`src/design/pctdec_pkg.sv`:
```
`timescale 1ns / 1ps
// Package for the percent decoder: character codes, escape phase type,
// output bundle type and hex digit helper. No dependencies.
package pctdec_pkg;

    localparam logic [7:0] CH_PERCENT = 8'h25;
    localparam logic [7:0] CH_PLUS    = 8'h2B;
    localparam logic [7:0] CH_SPACE   = 8'h20;
    localparam logic [7:0] CH_0       = 8'h30;
    localparam logic [7:0] CH_9       = 8'h39;
    localparam logic [7:0] CH_LA      = 8'h61;
    localparam logic [7:0] CH_LF      = 8'h66;
    localparam logic [7:0] CH_UA      = 8'h41;
    localparam logic [7:0] CH_UF      = 8'h46;

    localparam int QDEPTH = 4;
    localparam int QAW    = $clog2(QDEPTH);

    localparam int MAX_OUT = 3;

    typedef enum logic [1:0] {
        PH_IDLE  = 2'd0,
        PH_PCT   = 2'd1,
        PH_DIGIT = 2'd2
    } t_phase;

    // Results caused by one input byte, cnt is 1..3.
    typedef struct packed {
        logic [1:0]              cnt;
        logic [MAX_OUT-1:0][7:0] bytes;
        logic                    last;
    } t_bundle;

    typedef struct packed {
        logic       ok;
        logic [3:0] nib;
    } t_hex;

    function automatic t_hex hex_decode(input logic [7:0] c);
        t_hex h;
        h.ok  = 1'b1;
        h.nib = 4'd0;
        if (c >= CH_0 && c <= CH_9) begin
            h.nib = 4'(c - CH_0);
        end else if (c >= CH_LA && c <= CH_LF) begin
            h.nib = 4'(c - CH_LA + 8'd10);
        end else if (c >= CH_UA && c <= CH_UF) begin
            h.nib = 4'(c - CH_UA + 8'd10);
        end else begin
            h.ok = 1'b0;
        end
        return h;
    endfunction

endpackage

```
`src/design/pctdec_front.sv`:
```
`timescale 1ns / 1ps
// Front end: accepts input bytes, tracks the escape state and builds the
// bundle of output bytes for each one. Depends on pctdec_pkg.
module pctdec_front (
    input  logic                i_clk,
    input  logic                i_rst_n,
    input  logic                i_plus_as_space,
    input  logic                i_valid,
    output logic                o_ready,
    input  logic [7:0]          i_byte,
    input  logic                i_last,
    input  logic                i_q_full,
    output logic                o_push,
    output pctdec_pkg::t_bundle o_bundle
);
    import pctdec_pkg::*;

    t_phase     r_phase, n_phase;
    logic [7:0] r_held, n_held;
    logic       accept;

    assign o_ready = !i_q_full;
    assign accept  = i_valid && o_ready;

    always_comb begin
        t_hex       hb;
        t_hex       hh;
        logic [1:0] n;
        logic       run_ord;

        hb       = hex_decode(i_byte);
        hh       = hex_decode(r_held);
        n        = 2'd0;
        run_ord  = 1'b0;
        n_phase  = PH_IDLE;
        n_held   = r_held;
        o_bundle = '0;

        unique case (r_phase)
            PH_PCT: begin
                if (hb.ok) begin
                    if (i_last) begin
                        o_bundle.bytes[0] = CH_PERCENT;
                        o_bundle.bytes[1] = i_byte;
                        n = 2'd2;
                    end else begin
                        n_held  = i_byte;
                        n_phase = PH_DIGIT;
                    end
                end else begin
                    o_bundle.bytes[0] = CH_PERCENT;
                    n = 2'd1;
                    run_ord = 1'b1;
                end
            end
            PH_DIGIT: begin
                if (hb.ok) begin
                    o_bundle.bytes[0] = {hh.nib, hb.nib};
                    n = 2'd1;
                end else begin
                    o_bundle.bytes[0] = CH_PERCENT;
                    o_bundle.bytes[1] = r_held;
                    n = 2'd2;
                    run_ord = 1'b1;
                end
            end
            default: begin
                run_ord = 1'b1;
            end
        endcase

        if (run_ord) begin
            if (i_byte == CH_PERCENT) begin
                if (i_last) begin
                    o_bundle.bytes[n] = CH_PERCENT;
                    n = n + 2'd1;
                end else begin
                    n_phase = PH_PCT;
                end
            end else if (i_plus_as_space && i_byte == CH_PLUS) begin
                o_bundle.bytes[n] = CH_SPACE;
                n = n + 2'd1;
            end else begin
                o_bundle.bytes[n] = i_byte;
                n = n + 2'd1;
            end
        end

        if (i_last) begin
            n_phase = PH_IDLE;
        end

        o_bundle.cnt  = n;
        o_bundle.last = i_last;
        o_push        = accept && (n != 2'd0);
    end

    always_ff @(posedge i_clk) begin
        if (!i_rst_n) begin
            r_phase <= PH_IDLE;
            r_held  <= 8'd0;
        end else if (accept) begin
            r_phase <= n_phase;
            r_held  <= n_held;
        end
    end

endmodule

```
`src/design/pctdec_queue.sv`:
```
`timescale 1ns / 1ps
// Short bundle queue between the front and back ends.
// Depends on pctdec_pkg.
module pctdec_queue (
    input  logic                i_clk,
    input  logic                i_rst_n,
    input  logic                i_push,
    input  pctdec_pkg::t_bundle i_din,
    output logic                o_full,
    input  logic                i_pop,
    output pctdec_pkg::t_bundle o_dout,
    output logic                o_empty
);
    import pctdec_pkg::*;

    t_bundle        r_mem [QDEPTH];
    logic [QAW-1:0] r_wptr, r_rptr;
    logic [QAW:0]   r_count;

    assign o_full  = (r_count == (QAW+1)'(QDEPTH));
    assign o_empty = (r_count == '0);
    assign o_dout  = r_mem[r_rptr];

    always_ff @(posedge i_clk) begin
        if (i_push) begin
            r_mem[r_wptr] <= i_din;
        end
    end

    always_ff @(posedge i_clk) begin
        if (!i_rst_n) begin
            r_wptr  <= '0;
            r_rptr  <= '0;
            r_count <= '0;
        end else begin
            if (i_push) begin
                r_wptr <= r_wptr + 1'b1;
            end
            if (i_pop) begin
                r_rptr <= r_rptr + 1'b1;
            end
            if (i_push && !i_pop) begin
                r_count <= r_count + 1'b1;
            end else if (i_pop && !i_push) begin
                r_count <= r_count - 1'b1;
            end
        end
    end

    a_no_overflow: assert property (@(posedge i_clk) disable iff (!i_rst_n)
        i_push |-> !o_full)
        else $error("queue push while full");

    a_no_underflow: assert property (@(posedge i_clk) disable iff (!i_rst_n)
        i_pop |-> !o_empty)
        else $error("queue pop while empty");

    a_count_bound: assert property (@(posedge i_clk) disable iff (!i_rst_n)
        r_count <= (QAW+1)'(QDEPTH))
        else $error("queue count out of range");

endmodule

```
`src/design/pctdec_back.sv`:
```
`timescale 1ns / 1ps
// Back end: unpacks queued bundles into single output bytes through an
// output register. Depends on pctdec_pkg.
module pctdec_back (
    input  logic                i_clk,
    input  logic                i_rst_n,
    input  pctdec_pkg::t_bundle i_head,
    input  logic                i_empty,
    output logic                o_pop,
    output logic                o_valid,
    input  logic                i_ready,
    output logic [7:0]          o_byte,
    output logic                o_last
);
    import pctdec_pkg::*;

    logic [1:0] r_idx;
    logic       r_valid;
    logic [7:0] r_byte;
    logic       r_last;
    logic       load;
    logic       final_byte;

    assign load       = !i_empty && (!r_valid || i_ready);
    assign final_byte = (r_idx == i_head.cnt - 2'd1);
    assign o_pop      = load && final_byte;

    assign o_valid = r_valid;
    assign o_byte  = r_byte;
    assign o_last  = r_last;

    always_ff @(posedge i_clk) begin
        if (load) begin
            r_byte <= i_head.bytes[r_idx];
            r_last <= i_head.last && final_byte;
        end
    end

    always_ff @(posedge i_clk) begin
        if (!i_rst_n) begin
            r_valid <= 1'b0;
            r_idx   <= 2'd0;
        end else begin
            if (load) begin
                r_valid <= 1'b1;
                r_idx   <= final_byte ? 2'd0 : r_idx + 2'd1;
            end else if (i_ready) begin
                r_valid <= 1'b0;
            end
        end
    end

    a_idx_in_bundle: assert property (@(posedge i_clk) disable iff (!i_rst_n)
        !i_empty |-> (r_idx < i_head.cnt))
        else $error("bundle index past bundle size");

    a_idx_clear_idle: assert property (@(posedge i_clk) disable iff (!i_rst_n)
        i_empty |-> (r_idx == 2'd0))
        else $error("bundle index left set with empty queue");

endmodule

```
`src/design/percent_decoder_core.sv`:
```
`timescale 1ns / 1ps
// URL percent decoder top level: APB register, front end, queue, back end.
// Depends on pctdec_pkg, pctdec_front, pctdec_queue, pctdec_back.
//
// Usage:
//  - s_axis carries encoded string bytes, tlast on the final byte of a string.
//  - m_axis carries decoded bytes, tlast on the final byte of each string.
//  - "%hh" (either case) decodes to one byte; a broken escape is passed raw;
//    with plus_as_space set, '+' becomes ' '. Escapes cut off by tlast are
//    flushed raw.
//  - APB register 0 (address 0): bit 0 plus_as_space. Write only while idle.
// Timing:
//  - A byte accepted on s_axis is written into the bundle queue, then loaded
//    into the back-end output register, which drives m_axis.
//  - One input transaction per cycle while the queue has room, one output
//    transaction per cycle while m_axis is ready; the back end sends one
//    bundle byte per cycle; a four-entry bundle queue decouples the two sides.
//  - When m_axis stalls the queue fills and s_axis_tready drops once it holds
//    four bundles.
// Reset: escape state idle, queue and output register empty, register 0.
module percent_decoder_core (
    input  logic        i_clk,
    input  logic        i_rst_n,
    input  logic        psel,
    input  logic        penable,
    input  logic        pwrite,
    input  logic [2:0]  paddr,
    input  logic [31:0] pwdata,
    output logic [31:0] prdata,
    output logic        pready,
    input  logic        s_axis_tvalid,
    output logic        s_axis_tready,
    input  logic [7:0]  s_axis_tdata,   // [7:0] in_byte
    input  logic        s_axis_tlast,
    output logic        m_axis_tvalid,
    input  logic        m_axis_tready,
    output logic [7:0]  m_axis_tdata,   // [7:0] out_byte
    output logic        m_axis_tlast
);
    import pctdec_pkg::*;

    localparam logic REG_PLUS = 1'b0;

    logic    r_plus_as_space;
    logic    q_full, q_empty, q_push, q_pop;
    t_bundle q_din, q_dout;

    assign pready = 1'b1;
    assign prdata = (paddr[2] == REG_PLUS) ? {31'd0, r_plus_as_space} : 32'd0;

    always_ff @(posedge i_clk) begin
        if (!i_rst_n) begin
            r_plus_as_space <= 1'b0;
        end else if (psel && penable && pwrite && pready && paddr[2] == REG_PLUS) begin
            r_plus_as_space <= pwdata[0];
        end
    end

    pctdec_front u_front (
        .i_clk           (i_clk),
        .i_rst_n         (i_rst_n),
        .i_plus_as_space (r_plus_as_space),
        .i_valid         (s_axis_tvalid),
        .o_ready         (s_axis_tready),
        .i_byte          (s_axis_tdata),
        .i_last          (s_axis_tlast),
        .i_q_full        (q_full),
        .o_push          (q_push),
        .o_bundle        (q_din)
    );

    pctdec_queue u_queue (
        .i_clk   (i_clk),
        .i_rst_n (i_rst_n),
        .i_push  (q_push),
        .i_din   (q_din),
        .o_full  (q_full),
        .i_pop   (q_pop),
        .o_dout  (q_dout),
        .o_empty (q_empty)
    );

    pctdec_back u_back (
        .i_clk   (i_clk),
        .i_rst_n (i_rst_n),
        .i_head  (q_dout),
        .i_empty (q_empty),
        .o_pop   (q_pop),
        .o_valid (m_axis_tvalid),
        .i_ready (m_axis_tready),
        .o_byte  (m_axis_tdata),
        .o_last  (m_axis_tlast)
    );

endmodule

```
`config.mk`:
```
export PLATFORM = sky130hd
export DESIGN_NAME = percent_decoder_core
export DESIGN_NICKNAME = d
export VERILOG_FILES = /design/src/design/pctdec_pkg.sv /design/src/design/pctdec_front.sv /design/src/design/pctdec_queue.sv /design/src/design/pctdec_back.sv /design/src/design/percent_decoder_core.sv
export SDC_FILE = /design/constraint.sdc
export NUM_CORES = 1
export LEC_CHECK = 0
export BUFFER_PORTS_ARGS = -buffer_cell sky130_fd_sc_hd__clkbuf_2
export CAP_MARGIN = 20
export CORE_ASPECT_RATIO = 1.1
export CORE_MARGIN = 4
export CORE_UTILIZATION = 40
export DETAILED_ROUTE_END_ITERATION = 8
export PLACE_DENSITY = 0.57
export SLEW_MARGIN = 5
export SYNTH_ARGS = -nofsm -noshare
export SYNTH_HDL_FRONTEND = slang
export SYNTH_SLANG_ARGS = --single-unit
```
`constraint.sdc`:
```
create_clock -name i_clk -period 4.6 [get_ports i_clk]
set_input_delay 0.69 -clock i_clk [delete_from_list [all_inputs] [get_ports i_clk]]
set_output_delay 0.69 -clock i_clk [all_outputs]
set_load 0.01 [all_outputs]
```
==> out/qor.json <==
{
  "run_status": {"value": "finished, final reports clean"},
  "dr.first_iter.drc_count": {"value": 228},
  "max_slew.worst_pin.slew": {"value": 926, "unit": "ps"},
  "post_cts_buffers": {"value": 0},
  "critPathKind": {"value": "in -> reg"},
  "clock_skew": {"value": 8.52, "unit": "ps"},
  "die_w": {"value": 131, "unit": "um"},
  "routed_wire_length_per_instance": {"value": 18.5, "unit": "um"},
  "worst_case_hold_path_end_point": {"value": "u_front.r_held[7]$_SDFFE_PN0P_"},
  "synth.area.mux_share": {"value": 12.3, "unit": "%"},
  "cts_tree": {"value": "done"},
  "path_delay_family": {"value": "compound AO/OA/AOI/OAI gates"},
  "drtAntennaViolNets": {"value": 0},
  "worst_hold_startpoint": {"value": "u_front.r_held[7]$_SDFFE_PN0P_"},
  "number_of_instances_in_the_synthesized_netlist": {"value": 473},
  "static-leakage-power": {"value": 2.71, "unit": "nW"},
  "grt.overflow.total": {"value": 0},
  "gpl.final_weighted_congestion": {"value": 0.892},
  "synth-seq-area-share": {"value": 59.6, "unit": "%"},
  "yosys_warnings": {"value": 0},
  "start_kind": {"value": "primary input"},
  "rows": {"value": 49},
  "global_route_wire_length_before_repair": {"value": 21.9, "unit": "mm"},
  "multi_input_comb_area": {"value": 2390, "unit": "um2"},
  "postRouteWirelength": {"value": 13.6, "unit": "mm"},
  "synth_cell_types": {"value": 65},
  "post_route_minimum_period": {"value": 4020, "unit": "ps"},
  "n_antenna_cell": {"value": 0},
  "switchingPower": {"value": 0.00101, "unit": "W"},
  "netSwitchingFraction": {"value": 26.6, "unit": "%"},
  "p_seq_share": {"value": 43.3, "unit": "%"},
  "period_share": {"value": 87.4, "unit": "%"},
  "reg2reg_depth": {"value": 16},
  "layout-drive-gt1-share": {"value": 19.7, "unit": "%"},
  "synth_async_sr_flop_share": {"value": 0, "unit": "%"},
  "via_density_per_instance": {"value": 5.24},
  "crit_fanout": {"value": 8},
  "synth_xor_area_share": {"value": 1.16, "unit": "%"},
  "register_area": {"value": 3980, "unit": "um2"},
  "synth_simple_gate_area_share": {"value": 8.54, "unit": "%"},
  "holdBufCountCts": {"value": 0},
  "cts-resized-gates": {"value": 0},
  "clkTransAtPathRegs": {"value": 60, "unit": "ps"},
  "syn-mean-instance-area": {"value": 14.1, "unit": "um2"},
  "synth_top_area_cell": {"value": "sky130_fd_sc_hd__edfxtp_1"},
  "slew_viol_final": {"value": 0},
  "grt_pass1_vias": {"value": 3988},
  "htreeDepth": {"value": 4},
  "critical_path.cell_chain": {"value": "clkbuf_2 > inv_1 > ha_1 > nand2b_1 > o21ai_1 > o21ba_1 > nand2_1 > a21oi_1 > inv_1 > ha_1 > a21oi_1 > a31o_2 > a21oi_2 > ha_1 > inv_1 > fa_1 > xor2_1 > or3_1 > a21boi_0"},
  "critical-path-slowest-cell": {"value": "sky130_fd_sc_hd__fa_1"},
  "cellPowerDensity": {"value": 499, "unit": "nW/um2"},
  "clk_path_buf_depth": {"value": 2},
  "grt_antenna_before_repair": {"value": 0},
  "io-pin-count": {"value": 95},
  "grt_usage": {"value": 15.5, "unit": "%"},
  "firstDrtPassIters": {"value": 4},
  "die_y": {"value": 143, "unit": "um"},
  "finalHoldViolations": {"value": 0},
  "synth_compound_gate_area_share": {"value": 8.39, "unit": "%"},
  "syn_area": {"value": 6660, "unit": "um2"},
  "worstReg2RegStart": {"value": "u_front.r_phase[1]$_SDFFE_PN0P_"},
  "placeableCoreArea": {"value": 16400, "unit": "um2"},
  "insertion_delay": {"value": 410, "unit": "ps"},
  "timing.critical_path.slowest_cell_delay": {"value": 380, "unit": "ps"},
  "synth.most_common_cell": {"value": "sky130_fd_sc_hd__edfxtp_1"},
  "clock_sink_count": {"value": 140},
  "cp_data_required_time": {"value": 4930, "unit": "ps"},
  "setup_violations": {"value": 0},
  "start_util": {"value": 40.7, "unit": "%"},
  "internal_power": {"value": 0.00278, "unit": "W"},
  "grt_start_max_net_pins": {"value": 28},
  "synth_top_flop_cell": {"value": "sky130_fd_sc_hd__edfxtp_1"},
  "cts_inserted_buffers": {"value": 17},
  "layout-area-overhead-vs-synth": {"value": 13.8, "unit": "%"},
  "synth_top_family_by_area": {"value": "multiplexers"},
  "vias": {"value": 3866},
  "filler_cell_count": {"value": 1430},
  "power.clock.fraction": {"value": 33.1, "unit": "%"},
  "timing.slew.headroom": {"value": 38.1, "unit": "%"},
  "rsz_0062_raised_after_global_routing": {"value": "false"},
  "port-buffer-count": {"value": 29},
  "min_path_cells": {"value": 2},
  "path_buf_inv": {"value": 4},
  "cap_violations": {"value": 0},
  "drc": {"value": 0},
  "number_of_enable_flip_flop_cells_after_synthesis": {"value": 117},
  "timing.critical_path.to_type": {"value": "flop"},
  "dp_hpwl": {"value": 9.34, "unit": "mm"},
  "synth.ff_latch_count": {"value": 140},
  "finish.utilization": {"value": 46.3, "unit": "%"},
  "finalNetCount": {"value": 591},
  "type_of_the_worst_min_delay_path": {"value": "reg -> reg"},
  "clock_tree.root_cell": {"value": "sky130_fd_sc_hd__clkbuf_16"},
  "worst-r2r-setup-slack": {"value": 1140, "unit": "ps"},
  "peak_supply_drop": {"value": 235, "unit": "uV"},
  "tns": {"value": 0, "unit": "ps"},
  "pwr-share-comb": {"value": 23.6, "unit": "%"},
  "clock.fmax": {"value": 0.249, "unit": "GHz"},
  "worst-endpoint-arrival": {"value": 4360, "unit": "ps"},
  "synth.top_cells.by_count": {"value": "117 x sky130_fd_sc_hd__edfxtp_1, 35 x sky130_fd_sc_hd__nand2_1, 33 x sky130_fd_sc_hd__buf_4"},
  "r2r-end": {"value": "u_queue.r_count[2]$_SDFFE_PN0P_"},
  "design.die.area": {"value": 18800, "unit": "um2"},
  "netlist_top_cells_area": {"value": "sky130_fd_sc_hd__edfxtp_1 53%, sky130_fd_sc_hd__mux4_2 8.1%, sky130_fd_sc_hd__dfxtp_1 6.9%, sky130_fd_sc_hd__buf_4 3.7%, sky130_fd_sc_hd__ha_1 3.4%"},
  "netlist.area_leader.share": {"value": 52.7, "unit": "%"},
  "synth_fa_ha_area_share": {"value": 3.68, "unit": "%"}
}
-- worst min-delay path, delay by kind of cell (launching register included) --
kind | cells | cell delay [ps]
flops | 1 | 340
simple gates | 2 | 90
-- cell type report --
class / instances / share of cell area, %
well taps: 204 / 3.37
inverters: 24 / 1.19
clock inverters: 11 / 1.34
clock buffers: 21 / 5.81
multi-input cells: 291 / 31.5
flip-flops and latches: 140 / 52.4
repair buffers: 47 / 4.36
-- power groups by stage --
stage / combinational, W / clock, W / sequential, W
after floorplan: 0.000655 / 0 / 0.00168
after global placement: 0.000894 / 0 / 0.00166
after detailed placement: 0.000909 / 0 / 0.00167
after CTS: 0.000914 / 0.00128 / 0.00164
after global routing: 0.000986 / 0.00134 / 0.00166
final: 0.000891 / 0.00125 / 0.00164
-- worst max path at each step --
stage / startpoint / endpoint / slack (ps) / depth (start not counted)
after detailed placement: s_axis_tdata[0] / u_queue.r_count[2]$_SDFFE_PN0P_ / 120 / 19
after global routing: s_axis_tdata[1] / u_queue.r_count[2]$_SDFFE_PN0P_ / 250 / 19
after floorplan: s_axis_tdata[1] / u_queue.r_count[2]$_SDFFE_PN0P_ / 450 / 19
after CTS: s_axis_tdata[0] / u_queue.r_count[2]$_SDFFE_PN0P_ / 550 / 19
after global placement: s_axis_tdata[0] / u_queue.r_count[2]$_SDFFE_PN0P_ / 230 / 19
final: s_axis_tdata[1] / u_queue.r_count[2]$_SDFFE_PN0P_ / 580 / 19
-- stage by stage --
stage	hold slack (ps)	total power, W	setup slack, ps	cells	cell area [um2]
2_1_floorplan	436	0.00233	447	503	6780
3_5_place_dp	468	0.00258	124	706	7040
3_3_place_gp	465	0.00255	229	706	7040
4_1_cts	475	0.00384	554	738	7580
5_1_grt	502	0.00398	254	738	7580
6_report	474	0.00378	578	738	7580
-- layout by cell type (no fill, tap or decap), types with 5 or more instances in the layout --
cell type and count:
sky130_fd_sc_hd__a21oi_1 15, sky130_fd_sc_hd__a31oi_1 5, sky130_fd_sc_hd__and2_1 11, sky130_fd_sc_hd__and3_1 10, sky130_fd_sc_hd__buf_4 14, sky130_fd_sc_hd__clkbuf_16 17
sky130_fd_sc_hd__clkbuf_2 29, sky130_fd_sc_hd__clkinv_1 6, sky130_fd_sc_hd__conb_1 32, sky130_fd_sc_hd__dfxtp_1 22, sky130_fd_sc_hd__edfxtp_1 117, sky130_fd_sc_hd__ha_1 18
sky130_fd_sc_hd__inv_1 23, sky130_fd_sc_hd__mux2i_1 19, sky130_fd_sc_hd__mux4_2 24, sky130_fd_sc_hd__nand2_1 35, sky130_fd_sc_hd__nor2_1 8, sky130_fd_sc_hd__nor2b_1 15
sky130_fd_sc_hd__o21ai_0 14, sky130_fd_sc_hd__o22ai_1 9, sky130_fd_sc_hd__xnor2_1 6
-- routing by layer --
layer	vias to the layer above	track usage, %	part of all wire, %
li1	1830	-	-
met1	1933	20.0	44
met2	93	25.5	51
met3	10	3.61	4.1
met4	0	6.06	1.1
met5	-	0	0
-- state kept, by name, indices dropped and copies added (netlist names), named ones only --
register	cells
r_plus_as_space	1
u_back.o_byte	8
u_back.o_last	1
u_back.o_valid	1
u_back.r_idx	2
u_front.r_held	8
u_front.r_phase	2
u_queue.r_count	3
u_queue.r_mem	108
u_queue.r_rptr	2
u_queue.r_wptr	2
-- logic make-up (layout without fill, tap and decap cells) --
logic type | Yosys count | after routing
DFF | 140 | 140
and+or+nand+nor | 102 | 102
AOI/OAI and AO/OA | 83 | 83
buffers and inverters | 72 | 103
muxes | 47 | 47
adders and majority gates | 19 | 19
xor gates and xnor gates | 8 | 8
other | 2 | 32
Power figures use the tool's default switching activity.
